--- config.mk ---
export PLATFORM = sky130hd
export DESIGN_NAME = ihq_ram
export DESIGN_NICKNAME = d
export VERILOG_FILES = /design/src/hdl/assert_macros.svh /design/src/hdl/ihq_ram.sv
export SDC_FILE = /design/constraint.sdc
export NUM_CORES = 1
export LEC_CHECK = 0
export BUFFER_PORTS_ARGS = -buffer_cell sky130_fd_sc_hd__buf_2
export CAP_MARGIN = 0
export CORE_MARGIN = 2
export CORE_UTILIZATION = 53
export DETAILED_ROUTE_END_ITERATION = 10
export PLACE_DENSITY = 0.71
export SETUP_SLACK_MARGIN = 0.2
export SKIP_LAST_GASP = 1
export SYNTH_ARGS = -nofsm -noshare
export SYNTH_HDL_FRONTEND = slang
export SYNTH_SLANG_ARGS = --single-unit
--- constraint.sdc ---
create_clock -name clk -period 5.94 [get_ports clk]
set_clock_uncertainty 0.2 [all_clocks]
set_input_delay 1.485 -clock clk [delete_from_list [all_inputs] [get_ports clk]]
set_output_delay 1.485 -clock clk [all_outputs]
set_load 0.02 [all_outputs]
--- src/hdl/assert_macros.svh ---
// Assertion helpers for the heap queue
`ifndef ASSERT_MACROS_SVH
`define ASSERT_MACROS_SVH

// check a property on every clock edge outside reset
`define IHQ_ASSERT(lbl, prop, msg) \
  lbl: assert property (@(posedge clk) disable iff (!rst_n) (prop)) else $error(msg);

// check that an implication holds on every clock edge outside reset
`define IHQ_ASSERT_IMP(lbl, ante, cons, msg) \
  lbl: assert property (@(posedge clk) disable iff (!rst_n) (ante) |-> (cons)) else $error(msg);

`endif

--- src/hdl/ihq_ram.sv ---
// ----------------------------------------------------------------------------
// ihq_ram
// Simple dual-port synchronous RAM, one write and one registered read port.
// ----------------------------------------------------------------------------
`default_nettype none
module ihq_ram #(
  parameter int WIDTH = 8,
  parameter int DEPTH = 16,
  localparam int AW = (DEPTH > 1) ? $clog2(DEPTH) : 1
) (
  input  wire logic             clk,
  input  wire logic             we,
  input  wire logic [AW-1:0]    waddr,
  input  wire logic [WIDTH-1:0] wdata,
  input  wire logic             re,
  input  wire logic [AW-1:0]    raddr,
  output logic      [WIDTH-1:0] rdata
);

  logic [WIDTH-1:0] mem [DEPTH];

  always_ff @(posedge clk) begin
    if (we) begin
      mem[waddr] <= wdata;
    end
  end

  always_ff @(posedge clk) begin
    if (re) begin
      rdata <= mem[raddr];
    end
  end

endmodule
`default_nettype wire

=== Word level (Yosys, flattened, before mapping) ===
Memories as Yosys holds them, arrays and structs flattened. A register that Yosys moved wholly into a read port is not among the register bits.
Index checks and enable logic that the tools add are counted.
Widths: inputs -> output; s select.

* Register bits: 0
* RAM bits: 128
* Input bits: 19
* Memories: 1

{| class="wikitable"
|+ Memory list
! memory !! words !! bits a word !! read ports !! clocked after Yosys merged registers in !! wr ports !! RTL line !! source
|-
| mem || 16 || 8 || 1 || 1 || 1 || ihq_ram.sv:20 || <nowiki>logic [WIDTH-1:0] mem [DEPTH];</nowiki>
|}

* Mux-type cells: 2

{| class="wikitable"
|+ Operators by type and width
! kind !! count
|-
| $mux 1 || 2
|}

=== Longest topological paths before layout ===
* Depth in word-level cells: 2
* Depth in mapped cells: 5
* Mapped depth without buffers: 3

=== Worst setup path after synthesis ===
OpenSTA, ideal clock, no wires.

* Kind: input to register
* From: input port waddr[2]
* To: memory mem[0][0] (enable)
* Data arrival time: 2.595 ns
* Required time: 5.357 ns
* Setup slack: 2.762 ns
* Cell stages on the path: 2
* Path buffers: 0
* Cells stage by stage: or3b_2 nor3_1

{| class="wikitable"
|+ RTL lines
! item !! RTL line !! source
|-
| start, declared || ihq_ram.sv:13 || <nowiki>input wire logic [AW-1:0] waddr,</nowiki>
|-
| end, declared || ihq_ram.sv:20 ||
|}

No word-level cell before the write port.

==> results.yml <==
status:
  status: "completed"
final_layout:
  area_growth_pct: 15.63
  nNetsFinal: 285
  antenna_cells: 0
  design_area_mm2: 0.006045
  fin_cells: 412
  drive_gt1_share_pct: 26.88
clock_tree:
  clockRootBuffer: "clkbuf_8"
  cts_resized: 0
  ctsHtreeMaxLevel: 4
  clkTransAtPathRegs_ns: 0.06
  clock_path_buffers: 2
  cts_inserted_buffers: 17
  clock_sinks: 136
  cts_setup_buffers: 0
  worstSkewPairLatency_ns: 0.52
  cts_tree: "built"
  hold_buffers: 0
setup_path:
  r2r-start: "mem[1][5]$_DFFE_PP_"
  crit_arrival_ns: 3.29
  crit_type: "in2reg"
  critPathCaptureType: "flop"
  path_max_fanout: 32
  reg2regPathDepth: 3
  timing.rr.end: "rdata[5]$_DFFE_PP_"
  cp-startpoint: "raddr[0]"
  crit_path_start_kind: "primary input"
  r2r_setup_slack_ns: 4.28
  crit_path_end: "rdata[5]$_DFFE_PP_"
  cp.required_ns: 6.00
global_routing:
  grt-ovfl-total: 0
  antenna_found_initial: 0
  grt_max_degree: 33
  grtUsageTotal_pct: 20.49
  grt_pass1_vias: 2487
  grt_pass1_wl_um: 14520
die:
  core_mm2: 0.009684
  num_rows: 36
  initial_utilization_pct: 53.98
  die_w_um: 103.3
  fp.dieH_um: 103.3
  dieArea_mm2: 0.01067
  io_pins: 27
sta:
  fmax_mhz: 309.4
  tns_ns: 0
  tightest_slew_ns: 1.049
  fin_crit_ns: 3.232
  period_share_pct: 54.41
  rsz0062_at_grt: "no"
  setup_viol: 0
  final_hold_viol_count: 0
  max_slew_margin_pct: 30.06
  drv_slew: 0
pwr:
  ir_worst_vdd_mv: 0.2011
  total_leakage_power_uw: 0.002011
  power_density_mw_per_mm2: 365.9
  switching_share_pct: 18.97
  power_frac_seq_pct: 49.2
  power.net_switching_uw: 419.6
  internal_power_uw: 1792
  power_frac_comb_pct: 4.3
  clockPowerShare_pct: 46.5
hold_path:
  hp-class: "reg2reg"
synth:
  syn_inst: 229
  synth_area_leader_cell: "edfxtp_1"
  synth_seq_cells: 136
  synth_nets: 248
  synth_area_mm2: 0.005228
  synth_top_area_share_pct: 78.12
  synth_cell_types: 18
  avgSynthCellArea_um2: 22.83
  seq_area_frac_synth_pct: 78.12
  ys.warnings.count: 0
  synth.area.top_cells: "edfxtp_1 78%, mux4_2 7.8%, mux4_1 7.0%"
placement:
  gp_congestion: 0.7120
  dp.cells: 380
  placedInstanceArea_mm2: 0.005463
  io_buffers: 26
  hpwl_um: 5677
detailed_routing:
  drc_errors: 0
  wl_um: 9629
  drt-wirelength-per-cell_um: 23.37
  routed_via_density: 5.905
  vias: 2433
  ant_nets: 0
  drt_iter0_markers: 227
  first_pass_iters: 4
flow_run:
  maxCapViolCount: 0
-- power groups by stage --
stage	clock [uW]	combinational, uW	sequential [uW]
after floorplan	0	54.6	1110
after global placement	0	95.0	1110
after detailed placement	0	96.4	1110
after CTS	1040	97.6	1090
after global routing	1080	105	1090
final	1030	95.8	1090
-- worst max-delay path, cell delays in order --
cell	delay, ns
buf_2	0.76
mux4_1	0.66
a22oi_1	0.26
nand2_1	0.09
-- layout make-up --
class	instances	area (um2)
flip-flops and latches	136	4084
clock inverters	12	156.4
well taps	133	166.4
fillers	646	3640
repair buffers	28	145.1
clock buffers	20	425.4
multi-input cells	83	1067
-- worst min path at each step --
stage / startpoint / to / slack, ns / depth (start not counted)
after floorplan: mem[7][0]$_DFFE_PP_ / rdata[0]$_DFFE_PP_ / 0.50 / 3
after global placement: mem[14][0]$_DFFE_PP_ / rdata[0]$_DFFE_PP_ / 0.53 / 3
after detailed placement: mem[15][0]$_DFFE_PP_ / rdata[0]$_DFFE_PP_ / 0.54 / 3
after CTS: mem[12][0]$_DFFE_PP_ / rdata[0]$_DFFE_PP_ / 0.55 / 3
after global routing: mem[10][3]$_DFFE_PP_ / rdata[3]$_DFFE_PP_ / 0.58 / 3
final: mem[12][0]$_DFFE_PP_ / rdata[0]$_DFFE_PP_ / 0.54 / 3
-- routing by layer --
layer  up-vias  track usage [%]  routed length, um
li1       1059                -                  -
met1      1248            27.98               3887
met2       113            31.52               4853
met3        13            6.116                708
met4         0            8.401                179
met5         -                0                  0
-- sequential cells by signal, summed over array words and instances, names as in the netlist --
signal  flops
mem       128
rdata       8
-- cell families (layout without fill, tap and decap cells) --
kind of cell    Yosys count  after routing  synth area share [%]
flops                   136            136                 78.12
simple gates             35             35                 3.136
mux                      32             32                 14.79
buf+inv                  10             60                 1.651
compound gates           16             16                 2.298
-- cell usage in the layout (no fill, tap or decap), drive strengths merged --
cell type  synthesis  routed
edfxtp           136     136
mux4              32      32
buf                7      28
clkbuf             0      20
a22oi             16      16
nor2              13      13
nand2              9       9
clkinv             0       8
bufinv             0       4
nor3               4       4
nand3b             2       2
nand2b             2       2
nor2b              1       1
and2               1       1
and2b              1       1
nand3              1       1
or3b               1       1
-- synthesized netlist by cell type --
master,instances
edfxtp_1,136
buf_6,3
buf_2,3
a22oi_1,16
and2b_1,1
nand3b_1,2
buf_4,1
and2_1,1
nor2_1,13
nand3_1,1
nand2_1,9
nor2b_1,1
mux4_1,14
or3b_2,1
mux4_2,18
clkdlybuf4s25_2,3
nand2b_1,2
nor3_1,4
-- stage by stage --
stage                     hold slack [ns]  worst slack, ns  util (%)  total power [uW]
after floorplan                    0.5048            2.762         -              1166
after global placement             0.5280            2.154     56.41              1202
after detailed placement           0.5404            2.124     56.41              1204
after CTS                          0.5514            2.667     62.42              2225
after global routing               0.5783            2.606     62.42              2276
final                              0.5443            2.708     62.42              2212
(Power assumes the default switching activity.)
